### src/rtl/epf_pkg.sv
`default_nettype none

package epf_pkg;

  // Source geometry
  localparam int WIDE_SIDE   = 800;
  localparam int NARROW_SIDE = 480;

  // Panel defaults
  localparam int PANEL_WIDTH_DEF  = 800;
  localparam int PANEL_HEIGHT_DEF = 480;

  // Packed framebuffer: two pixels per byte
  localparam int STORE_BYTES = 192000;
  localparam int ADDR_W      = 18;
  localparam int SUM_W       = 21;

  // Nibble masks
  localparam logic [7:0] HI_MASK = 8'hF0;
  localparam logic [7:0] LO_MASK = 8'h0F;

  // Color codes
  localparam logic [3:0] CODE_BLACK  = 4'd0;
  localparam logic [3:0] CODE_WHITE  = 4'd1;
  localparam logic [3:0] CODE_YELLOW = 4'd2;
  localparam logic [3:0] CODE_RED    = 4'd3;
  localparam logic [3:0] CODE_BLUE   = 4'd5;
  localparam logic [3:0] CODE_GREEN  = 4'd6;

  localparam logic [7:0] CHAN_MAX = 8'd255;

  // Configuration register indexes
  localparam int         CFG_IDX_W    = 1;
  localparam logic [0:0] REG_PORTRAIT = 1'b0;
  localparam logic [0:0] REG_ROTATE   = 1'b1;

  // One item on its way into the read-modify-write stage
  typedef struct packed {
    logic [ADDR_W-1:0] addr;
    logic              ok;    // byte is inside the frame and gets written
    logic              tx0;   // odd panel x: low nibble
    logic [3:0]        code;
    logic              done;
  } epf_item_t;

  function automatic logic [3:0] colour_code(input logic [7:0] r, input logic [7:0] g,
                                             input logic [7:0] b);
    logic [3:0] code;
    code = CODE_WHITE;
    if (r == 8'd0 && g == 8'd0 && b == 8'd0) begin
      code = CODE_BLACK;
    end else if (r == CHAN_MAX && g == CHAN_MAX && b == CHAN_MAX) begin
      code = CODE_WHITE;
    end else if (r == CHAN_MAX && g == CHAN_MAX && b == 8'd0) begin
      code = CODE_YELLOW;
    end else if (r == CHAN_MAX && g == 8'd0 && b == 8'd0) begin
      code = CODE_RED;
    end else if (r == 8'd0 && g == 8'd0 && b == CHAN_MAX) begin
      code = CODE_BLUE;
    end else if (r == 8'd0 && g == CHAN_MAX && b == 8'd0) begin
      code = CODE_GREEN;
    end
    return code;
  endfunction

endpackage

`default_nettype wire

### src/rtl/epf_map.sv
`default_nettype none

module epf_map
  import epf_pkg::*;
#(
  parameter int PANEL_WIDTH  = PANEL_WIDTH_DEF,
  parameter int PANEL_HEIGHT = PANEL_HEIGHT_DEF
) (
  input  wire logic      clk,
  input  wire logic      rst,
  input  wire logic      portrait,
  input  wire logic      rotate,
  input  wire logic      hold,
  input  wire logic      in_valid,
  output      logic      in_ready,
  input  wire logic [7:0] blue,
  input  wire logic [7:0] green,
  input  wire logic [7:0] red,
  input  wire logic      image_start,
  output      logic      b_valid,
  output      epf_item_t b_item,
  input  wire logic      b_take
);

  localparam logic [10:0] PW          = 11'(PANEL_WIDTH);
  localparam logic [10:0] PH          = 11'(PANEL_HEIGHT);
  localparam logic [9:0]  STRIDE_PORT = 10'(PANEL_WIDTH / 2);
  localparam logic [9:0]  STRIDE_LAND = 10'(WIDE_SIDE / 2);
  localparam logic [9:0]  WIDE        = 10'(WIDE_SIDE);
  localparam logic [9:0]  NARROW      = 10'(NARROW_SIDE);

  logic [9:0] src_w, src_h;
  assign src_w = portrait ? NARROW : WIDE;
  assign src_h = portrait ? WIDE : NARROW;

  // Stage valids and frees
  logic v_a, v_p;
  logic a_free, p_free, b_free;
  logic accept;

  assign b_free   = !b_valid || b_take;
  assign p_free   = !v_p || b_free;
  assign a_free   = !v_a || p_free;
  assign in_ready = a_free && !hold;
  assign accept   = in_valid && in_ready;

  // Position counters
  logic [9:0]  column_count, row_count;
  logic [9:0]  column_count_next, row_count_next;
  logic [9:0]  x, y;
  logic [10:0] col_inc, row_inc;
  logic        done_now;

  always_comb begin
    x = image_start ? 10'd0 : column_count;
    y = image_start ? 10'd0 : row_count;
    col_inc = {1'b0, x} + 11'd1;
    row_inc = {1'b0, y} + 11'd1;
    done_now = 1'b0;
    column_count_next = col_inc[9:0];
    row_count_next = y;
    if (col_inc >= {1'b0, src_w}) begin
      column_count_next = 10'd0;
      if (row_inc >= {1'b0, src_h}) begin
        done_now = 1'b1;
        row_count_next = 10'd0;
      end else begin
        row_count_next = row_inc[9:0];
      end
    end
  end

  always_ff @(posedge clk) begin
    if (rst) begin
      column_count <= 10'd0;
      row_count <= 10'd0;
    end else if (accept) begin
      column_count <= column_count_next;
      row_count <= row_count_next;
    end
  end

  // Stage A: source position and color
  logic [9:0] a_x, a_y;
  logic [3:0] a_code;
  logic       a_done;

  always_ff @(posedge clk) begin
    if (rst) begin
      v_a <= 1'b0;
    end else if (a_free) begin
      v_a <= accept;
    end
  end

  always_ff @(posedge clk) begin
    if (accept) begin
      a_x <= x;
      a_y <= y;
      a_code <= colour_code(red, green, blue);
      a_done <= done_now;
    end
  end

  // Stage P: panel coordinate and row offset
  logic [9:0] tx, ty, stride;
  logic       ok_a;

  always_comb begin
    ok_a = (a_x < src_w) && (a_y < src_h);
    if (portrait) begin
      // quarter turn: source rows become panel columns
      ok_a = ok_a && ({1'b0, a_y} < PW) && ({1'b0, a_x} < PH);
      tx = rotate ? 10'(PW - 11'd1 - {1'b0, a_y}) : a_y;
      ty = rotate ? 10'(PH - 11'd1 - {1'b0, a_x}) : a_x;
      stride = STRIDE_PORT;
    end else begin
      // BMP rows are bottom-up, so the plain case flips y
      tx = rotate ? (WIDE - 10'd1 - a_x) : a_x;
      ty = rotate ? a_y : (NARROW - 10'd1 - a_y);
      stride = STRIDE_LAND;
    end
  end

  logic [8:0]  p_half;
  logic [19:0] p_prod;
  logic        p_tx0, p_ok, p_done;
  logic [3:0]  p_code;

  always_ff @(posedge clk) begin
    if (rst) begin
      v_p <= 1'b0;
    end else if (p_free) begin
      v_p <= v_a;
    end
  end

  always_ff @(posedge clk) begin
    if (p_free && v_a) begin
      p_half <= tx[9:1];
      p_tx0 <= tx[0];
      p_prod <= {10'd0, ty} * {10'd0, stride};
      p_ok <= ok_a;
      p_code <= a_code;
      p_done <= a_done;
    end
  end

  // Stage B: byte address, bounds check
  logic [SUM_W-1:0] sum;
  logic             ok_p;

  assign sum  = SUM_W'(p_half) + SUM_W'(p_prod);
  assign ok_p = p_ok && (sum < SUM_W'(STORE_BYTES));

  always_ff @(posedge clk) begin
    if (rst) begin
      b_valid <= 1'b0;
    end else if (b_free) begin
      b_valid <= v_p;
    end
  end

  always_ff @(posedge clk) begin
    if (b_free && v_p) begin
      b_item.addr <= ok_p ? sum[ADDR_W-1:0] : '0;
      b_item.ok <= ok_p;
      b_item.tx0 <= p_tx0;
      b_item.code <= p_code;
      b_item.done <= p_done;
    end
  end

  a_addr_range: assert property (@(posedge clk) disable iff (rst)
    (b_valid && b_item.ok) |-> (b_item.addr < ADDR_W'(STORE_BYTES)))
    else $error("write address beyond framebuffer");

  a_b_hold: assert property (@(posedge clk) disable iff (rst)
    (b_valid && !b_take) |=> (b_valid && $stable(b_item)))
    else $error("stage B item changed while waiting");

endmodule

`default_nettype wire

### config.mk
export PLATFORM = sky130hd
export DESIGN_NAME = epf_map
export DESIGN_NICKNAME = d
export VERILOG_FILES = /design/src/rtl/epf_pkg.sv /design/src/rtl/epf_map.sv
export SDC_FILE = /design/constraint.sdc
export NUM_CORES = 1
export LEC_CHECK = 0
export BUFFER_PORTS_ARGS = -buffer_cell sky130_fd_sc_hd__buf_2
export CORE_UTILIZATION = 56
export CTS_CLUSTER_SIZE = 25
export DETAILED_ROUTE_END_ITERATION = 6
export PLACE_DENSITY = 0.76
export SETUP_SLACK_MARGIN = 0.15
export SLEW_MARGIN = 0
export SYNTH_ARGS = -nofsm -noshare
export SYNTH_HDL_FRONTEND = slang
export SYNTH_SLANG_ARGS = --single-unit
### constraint.sdc
create_clock -name clk -period 12.8 [get_ports clk]
set_input_delay 2.56 -clock clk [delete_from_list [all_inputs] [get_ports clk]]
set_output_delay 2.56 -clock clk [all_outputs]
set_load 0.01 [all_outputs]
# [After elaboration in Yosys (flattened, before gate mapping)]
# Index checks and enable logic that the tools add are counted.
# W data, S select, Z words.
[totals] latchBits=0 ramBits=0 in_bits=32 n_memories=0 reg_bits=105 out_inout_bits=27 rom_bits=0
[op_classes] reduce_logical=31 mux=20 n_mul=1 n_bitwise=0 add_sub_neg=7 magnitude_cmp=7 div_mod_pow=0 shift=0 n_eq_ne=3
[op_table] operator="$mux W10" count=13
[op_table] operator="$eq A8 B8 Y1 const B" count=3
[op_table] operator="$logic_not A8 Y1" count=3
[op_table] operator="$add A10 B1 Y11 const B" count=2
[op_table] operator="$ge A11 B10 Y1" count=2
[op_table] operator="$add A9 B20 Y21" count=1
[op_table] operator="$lt A21 B18 Y1 const B" count=1
[op_table] operator="$lt A10 B10 Y1" count=2
[op_table] operator="$sub A10 B10 Y10 const A" count=2
[op_table] operator="$sub A9 B10 Y10 const A" count=2
[op_table] operator="$logic_and A1 B1 Y1" count=18
[op_table] operator="$mul A10 B5 Y15 const B" count=1
[op_table] operator="$lt A10 B10 Y1 const B" count=1
[op_table] operator="$lt A10 B9 Y1 const B" count=1
[op_table] operator="$mux W3" count=2
[op_table] operator="$reduce_or A5 Y1" count=1
[op_table] operator="$logic_not A1 Y1" count=4
[op_table] operator="$mux W2" count=2
[op_table] operator="$reduce_or A4 Y1" count=1
[op_table] operator="$logic_or A1 B1 Y1" count=3
[op_table] operator="$mux W1" count=3
[op_table] operator="$reduce_or A2 Y1" count=1

# [Depth between registers and ports, before layout]
# Gate-level depths: netlist of the first run.
[depth] depth_word=8 ltp_mapped=18 depth_no_buf=17

# [Worst setup path before layout of the first run]
# Ideal clock, no wire load.
[synth_timing] path_kind="input to register" from="input portrait" to="register p_prod[18], data pin" arrival_ns=6.186 stages=17 path_slack_ns=6.357 cell_sequence="clkbuf_1 > clkbuf_1 > a21oi_1 > xnor2_1 > ha_1 > ha_1 > inv_1 > fa_1 > inv_1 > ha_1 > a21o_1 > a21oi_1 > o21bai_1 > a2111oi_0 > o31ai_1 > a21oi_1 > xnor2_1"
[synth_via] elab_chain_len=2
[synth_lines] item="from (decl)" line_no="epf_map.sv:11" text="input wire logic portrait,"
[synth_lines] item="$mux W10" line_no="epf_map.sv:111" text="if (portrait) begin"
[synth_lines] item="$mul A10 B5 Y15" line_no="epf_map.sv:142" text="p_prod <= {10'd0, ty} * {10'd0, stride};"
[synth_lines] item="to (signal assigned)" line_no="epf_map.sv:142"
[synth_lines] item="to (decl)" line_no="epf_map.sv:126" text="logic [19:0] p_prod;"
# Every way passes these cells.
# A chain may end at the register's enable or synchronous reset.

# [Final worst setup path of the first run]
# Ends and elaborated chain as after synthesis.

==> summary.md, run 1 <==
| Metric | Value |
|---|---|
| Cell taking the most area after synthesis | `edfxtp_1` |
| Fraction of registers with async set/reset | `0` |
| Worst r2r src | `a_y[2]` |
| DR iter-0 viols | `207` |
| WL met1 | `5120 um` |
| Initial antenna violation count | `0` |
| Worst r2r dst | `p_prod[18]` |
| Fmax | `148 MHz` |
| Total routed wirelength | `11900 um` |
| Fin util | `0.628` |
| Seq cells post-synth | `101` |
| Worst-Margin Slew | `~1.2 ns` |
| Seq pwr share | `0.491` |
| Status | `complete, no violations` |
| DP Cell Count | `782` |
| WL/cell | `approximately 15 um` |
| # IOs | `between 50 and 60` |
| H-tree lvl count | `3` |
| Number of flops mapped to enable cells by yosys | `around 80` |
| Post-cts sizing count | `0` |
| Crit path max-delay family | `compound AO/OA/AOI/OAI gates` |
| Nets | `746` |
| DRC viols | `0` |
| Non-filler instance count after layout | `798` |
| Buf+Inv Stages, Crit Path | `2` |
| Antenna diode count | `0` |
| Mapped Nets | `approximately 700` |
| Global Route Usage Sum | `0.221` |
| Most common flop cell mapped by yosys | `edfxtp_1` |
| Hold_sp | `p_done` |
| Post-Synthesis Cell Area | `roughly 0.0062 mm^2` |
| Hold Vio Cnt, Final | `0` |
| Port Buf Inserts | `57` |
| Clk slew on worst S/H paths | `approximately 0.10 ns` |
| Post-DRT Antenna Nets | `0` |
| VDD IR max | `0.0000735 V` |
| Worst skew pair latency | `about 0.37 ns` |
| Max stage delay on crit path | `0.63 ns` |
| GP Congestion | `just under 0.9` |
| Setup violators final | `0` |
| Leakage power | `2.65 nW` |
| Clock Power Share | `0.227` |
| Worst-path cell chain | `buf_2, clkinv_1, mux4_2, a311o_1, fa_1, ha_1, a21oi_1, o21bai_1, a2111oi_0, o31ai_1, a21oi_1, xnor2_1` |
| CP max FO | `47` |
| Startpoint Class | `input pin` |
| Arrival time worst endpoint | `6.90 ns` |
| Hold EP | `b_item[0]` |
| Crit path time final | `6.76 ns` |
| Area Growth Syn to Fin | `9.15%` |
| R2r setup slk | `8.53 ns` |
| Top post-synthesis cells by area | `edfxtp_1, ha_1, dfxtp_1` |
| Final Max Slew Viols | `0` |
| Setup Skew | `0.0163 ns` |
| RSZ-0062 raised after global routing | `false` |
| Chip width | `108 um` |
| Critical path data required time | `12.94 ns` |
| Die height | `108 um` |
| Largest net degree at the start of global routing | `48` |
| Top sig layer | `met4` |
| Final Cycle Share | `0.528` |
| Crit-path slowest cell | `buf_2` |
| Setup crit end kind | `flip-flop` |
| Hold slack | `0.428 ns` |
| Post-CTS Setup Bufs | `0` |
| Comb power frac | `0.282` |
| Total number of vias | `4652` |
| CTS Buf Count | `9` |
| Root buffer cell | `clkbuf_8` |
| Place WS | `5.64 ns` |
| Cell count after synthesis | `between 600 and 700` |
| TritonRoute pass-1 iters | `5` |
| PwrDens | `118 mW/mm^2` |
| Cell mode on critical path | `a21oi_1` |
| R2R cell count | `16` |
| Cell with the most instances after synthesis | `edfxtp_1` |
| DP HPWL | `a little over 9000 um` |
| Switch Pwr | `0.000247 W` |
| Row Count | `38` |
| Slack of the critical path | `6.04 ns` |
| Met2 wire len | `5960 um` |
| Switching part of the total | `0.307` |
| WP depth | `12` |
| Mapped Avg Cell Area | `roughly 10 um^2` |
| DR WL met3 | `501 um` |
| Sequential area share after synthesis | `0.449` |
| Grt ovf | `0` |
| Ys Warns | `0` |
| Hold depth | `0` |
| Starting density of the core | `0.575` |
| Yosys cell types | `71` |
| Hold Crit Class | `flip-flop to flip-flop` |
| Max Cap Viol | `0` |
| Die area | `0.0116 mm^2` |
| Vias in the first global route | `4514` |
| Average vias per placed instance | `5.83` |
| Final-layout fill cell count | `901` |
| Worst slew margin | `0.205` |
| TritonCTS clock tree | `done` |
| List of most frequent post-synthesis cells | `edfxtp_1, ha_1, nor2_1` |
| Layout cells sized above 1 | `0.134` |
| Area of the core | `0.0108 mm^2` |
| CTS Buffer Depth | `2` |
| Crit Path Category | `input pin to flip-flop` |
| Hold buffers post-CTS | `0` |
| First-pass GRT wire length | `20100 um` |
| Yosys top cell area share | `0.376` |
| Pint | `0.000558 W` |
| Setup TNS | `0 ns` |
| Clock Sinks | `101` |
[worst max path at each step]
stage / start / endpoint / slack, ns
final: portrait / p_prod[18] / 6.04
after global routing: portrait / p_prod[18] / 5.67
after CTS: portrait / p_prod[18] / 6.03
after detailed placement: portrait / p_prod[18] / 5.64
after global placement: portrait / p_prod[18] / 5.81
after floorplan: portrait / p_prod[18] / 6.36
[metal layers]
| metal | vias to the layer above | global-route usage |
|---|---|---|
| li1 | 2306 | - |
| met1 | 2189 | 0.272 |
| met2 | 131 | 0.378 |
| met3 | 26 | 0.0309 |
| met4 | 0 | 0.110 |
| met5 | - | 0 |
[state kept, by name (all words and copies together), names as in the netlist, 3 cells and up]
signal and cells:
b_item 24, p_prod 15, a_x 10, a_y 10, column_count 10, row_count 10
p_half 9, a_code 3, p_code 3
[through the flow]
step | total power (W) | cell area, um^2
after global routing | 0.000856 | 6810
after global placement | 0.000619 | 6630
after floorplan | 0.000578 | 6240
final | 0.000804 | 6810
after detailed placement | 0.000629 | 6630
after CTS | 0.000810 | 6810
[logic make-up after synthesis]
family | share of synthesized area
simple gates | 0.173
compound gates | 0.128
flops | 0.449
fa+ha+maj | 0.130
buf+inv | 0.0361
xor+xnor | 0.0632
mux | 0.0203
other cells | 0.000601
[layout by cell type (no fill, tap or decap), types with 23 or more instances in the layout]
master,instances
edfxtp_1,78
buf_2,57
ha_1,55
nor2_1,53
nand2_1,43
inv_1,33
xnor2_1,31
nor2b_1,29
o21ai_0,27
a21oi_1,24
dfxtp_1,23
[power by group through the flow]
stage	Clock [W]	Sequential (W)	Combinational, W
2_1_floorplan	0	0.000398	0.000180
3_3_place_gp	0	0.000402	0.000217
3_5_place_dp	0	0.000402	0.000226
4_1_cts	0.000187	0.000395	0.000229
5_1_grt	0.000200	0.000397	0.000259
6_report	0.000183	0.000395	0.000227
[cell type report]
| type | count | area [um^2] | share of cell area |
|---|---|---|---|
| inverter | 36 | 135 | 0.0199 |
| multi-input combinational | 446 | 3220 | 0.473 |
| clock inverter | 6 | 46.3 | 0.00680 |
| sequential | 101 | 2800 | 0.412 |
| clock buffer | 10 | 128 | 0.0187 |
| tap | 140 | 175 | 0.0257 |
| timing repair buffer | 59 | 300 | 0.0441 |
Power figures use the tool's default switching activity.
==> inputs of run 2 (changes only) <==
Clock period 12.8 ns to 7 ns, I/O delays scaled along.
==> summary.md, run 2 (synthesis results as in run 1) <==
| Metric | Value |
|---|---|
| Status | `complete, no violations` |
| Commonest non-fill, non-tap cells in the layout | `edfxtp_1, buf_2, ha_1, nor2_1, nand2_1` |
| Row Count | `38` |
| TritonCTS clock tree | `done` |
| DP HPWL | `approximately 9400 um` |
| Starting density of the core | `0.575` |
| PwrDens | `216 mW/mm^2` |
| Average vias per placed instance | `5.87` |
| CP max FO | `47` |
| Total routed wirelength | `about 12000 um` |
| Post-cts sizing count | `0` |
| Comb power frac | `0.286` |
| Fmax | `178 MHz` |
| Worst skew pair latency | `0.36 ns` |
| DRC viols | `0` |
| Port Buf Inserts | `between 50 and 60` |
| Seq pwr share | `0.490` |
| Nets | `747` |
| RSZ-0062 raised after global routing | `false` |
| Layout cells sized above 1 | `0.137` |
| Final-layout fill cell count | `877` |
| Die area | `0.0116 mm^2` |
| Max Cap Viol | `0` |
| Post-CTS Setup Bufs | `0` |
| Pint | `roughly 0.001 W` |
| CTS Buf Count | `9` |
| Worst-Margin Slew | `1.20 ns` |
| GP Congestion | `between 0.8 and 0.9` |
| Area Growth Syn to Fin | `9.31%` |
| Slack of the critical path | `1.38 ns` |
| TritonRoute pass-1 iters | `5` |
| Area of the core | `0.0108 mm^2` |
| DP Cell Count | `783` |
| Clock Power Share | `0.224` |
| Fin util | `0.629` |
| Total number of vias | `4691` |
| Crit path time final | `5.62 ns` |
| Setup violators final | `0` |
| Startpoint Class | `input pin` |
| CTS Buffer Depth | `2` |
| Final Max Slew Viols | `0` |
| Post-DRT Antenna Nets | `0` |
| First-pass GRT wire length | `20400 um` |
| Die height | `108 um` |
| Arrival time worst endpoint | `5.75 ns` |
| Regs by FF count | `b_item (24), p_prod (15)` |
| VDD IR max | `about 0.00013 V` |
| H-tree lvl count | `3` |
| Root buffer cell | `clkbuf_8` |
| Hold Vio Cnt, Final | `0` |
| Hold buffers post-CTS | `0` |
| Initial antenna violation count | `0` |
| Global Route Usage Sum | `0.224` |
| Setup TNS | `0 ns` |
| Clock Sinks | `101` |
| Setup crit end kind | `flip-flop` |
| Leakage power | `2.66 nW` |
| # IOs | `59` |
| Placed cell area | `0.00664 mm^2` |
| Switch Pwr | `0.000455 W` |
| Most common cell after layout, fill and taps aside | `edfxtp_1` |
| Place WS | `0.987 ns` |
| Antenna diode count | `0` |
| Clk slew on worst S/H paths | `0.10 ns` |
| Worst slew margin | `0.195` |
| Hold Crit Class | `flip-flop to flip-flop` |
| Design Area, Final | `roughly 0.0068 mm^2` |
| Vias in the first global route | `4524` |
| Most flop-heavy register | `b_item` |
| Grt ovf | `0` |
| Largest register FFs | `24` |
| Critical path data required time | `7.13 ns` |
| Crit Path Category | `input pin to flip-flop` |
| WL/cell | `15.2 um` |
| Non-filler instance count after layout | `799` |
| Final Cycle Share | `0.803` |
| Largest net degree at the start of global routing | `48` |
| Setup Skew | `around 0.013 ns` |
| Chip width | `108 um` |
| Switching part of the total | `0.309` |
| DR iter-0 viols | `196` |
[run 2: metrics by stage]
| step | total power (W) | hold WS, ns |
|---|---|---|
| floorplan | 0.00106 | 0.400 |
| global placement | 0.00113 | 0.403 |
| detailed placement | 0.00115 | 0.407 |
| CTS | 0.00148 | 0.429 |
| global route | 0.00157 | 0.437 |
| finish | 0.00147 | 0.426 |
[run 2: worst max-delay path, cell delays in order]
cell,delay [ns]
buf_2,0.61
o21ai_0,0.34
xnor2_1,0.25
inv_1,0.09
ha_1,0.30
ha_1,0.28
inv_1,0.05
fa_1,0.49
inv_1,0.05
ha_1,0.33
a21o_1,0.17
a21oi_1,0.22
o21bai_1,0.12
a2111oi_0,0.61
o31ai_1,0.14
a21oi_1,0.20
xnor2_1,0.08
[run 2: area by class of cell]
cell class / count / area, um^2 / share of cell area
multi-input cells: 446 / 3220 / 0.472
well taps: 140 / 175 / 0.0257
flip-flops and latches: 101 / 2800 / 0.411
repair buffers: 60 / 308 / 0.0452
clock buffers: 9 / 124 / 0.0182
inverters: 36 / 135 / 0.0198
clock inverters: 7 / 52.6 / 0.00771
[run 2: worst paths after layout]
kind,slack (ns),startpoint,cells past startpoint,endpoint
setup / recovery,1.38,portrait,17,p_prod[18]
setup reg to reg,2.69,a_y[2],16,p_prod[18]
hold reg to reg,0.43,a_code[2],0,p_code[2]
hold / removal,0.43,a_code[2],0,p_code[2]
[run 2: power by group through the flow]
| stage | registers [W] | clock network [W] | logic (W) |
|---|---|---|---|
| after global routing | 0.000726 | 0.000363 | 0.000480 |
| after detailed placement | 0.000736 | 0 | 0.000418 |
| after CTS | 0.000722 | 0.000339 | 0.000423 |
| after global placement | 0.000735 | 0 | 0.000396 |
| final | 0.000722 | 0.000331 | 0.000421 |
| after floorplan | 0.000729 | 0 | 0.000329 |
[run 2: routing by layer]
layer | track usage | part of all wire | vias up
met5 | 0 | 0 | -
met4 | 0.103 | 0.022 | 0
met3 | 0.0345 | 0.049 | 25
met2 | 0.398 | 0.50 | 167
met1 | 0.266 | 0.42 | 2182
li1 | - | - | 2317
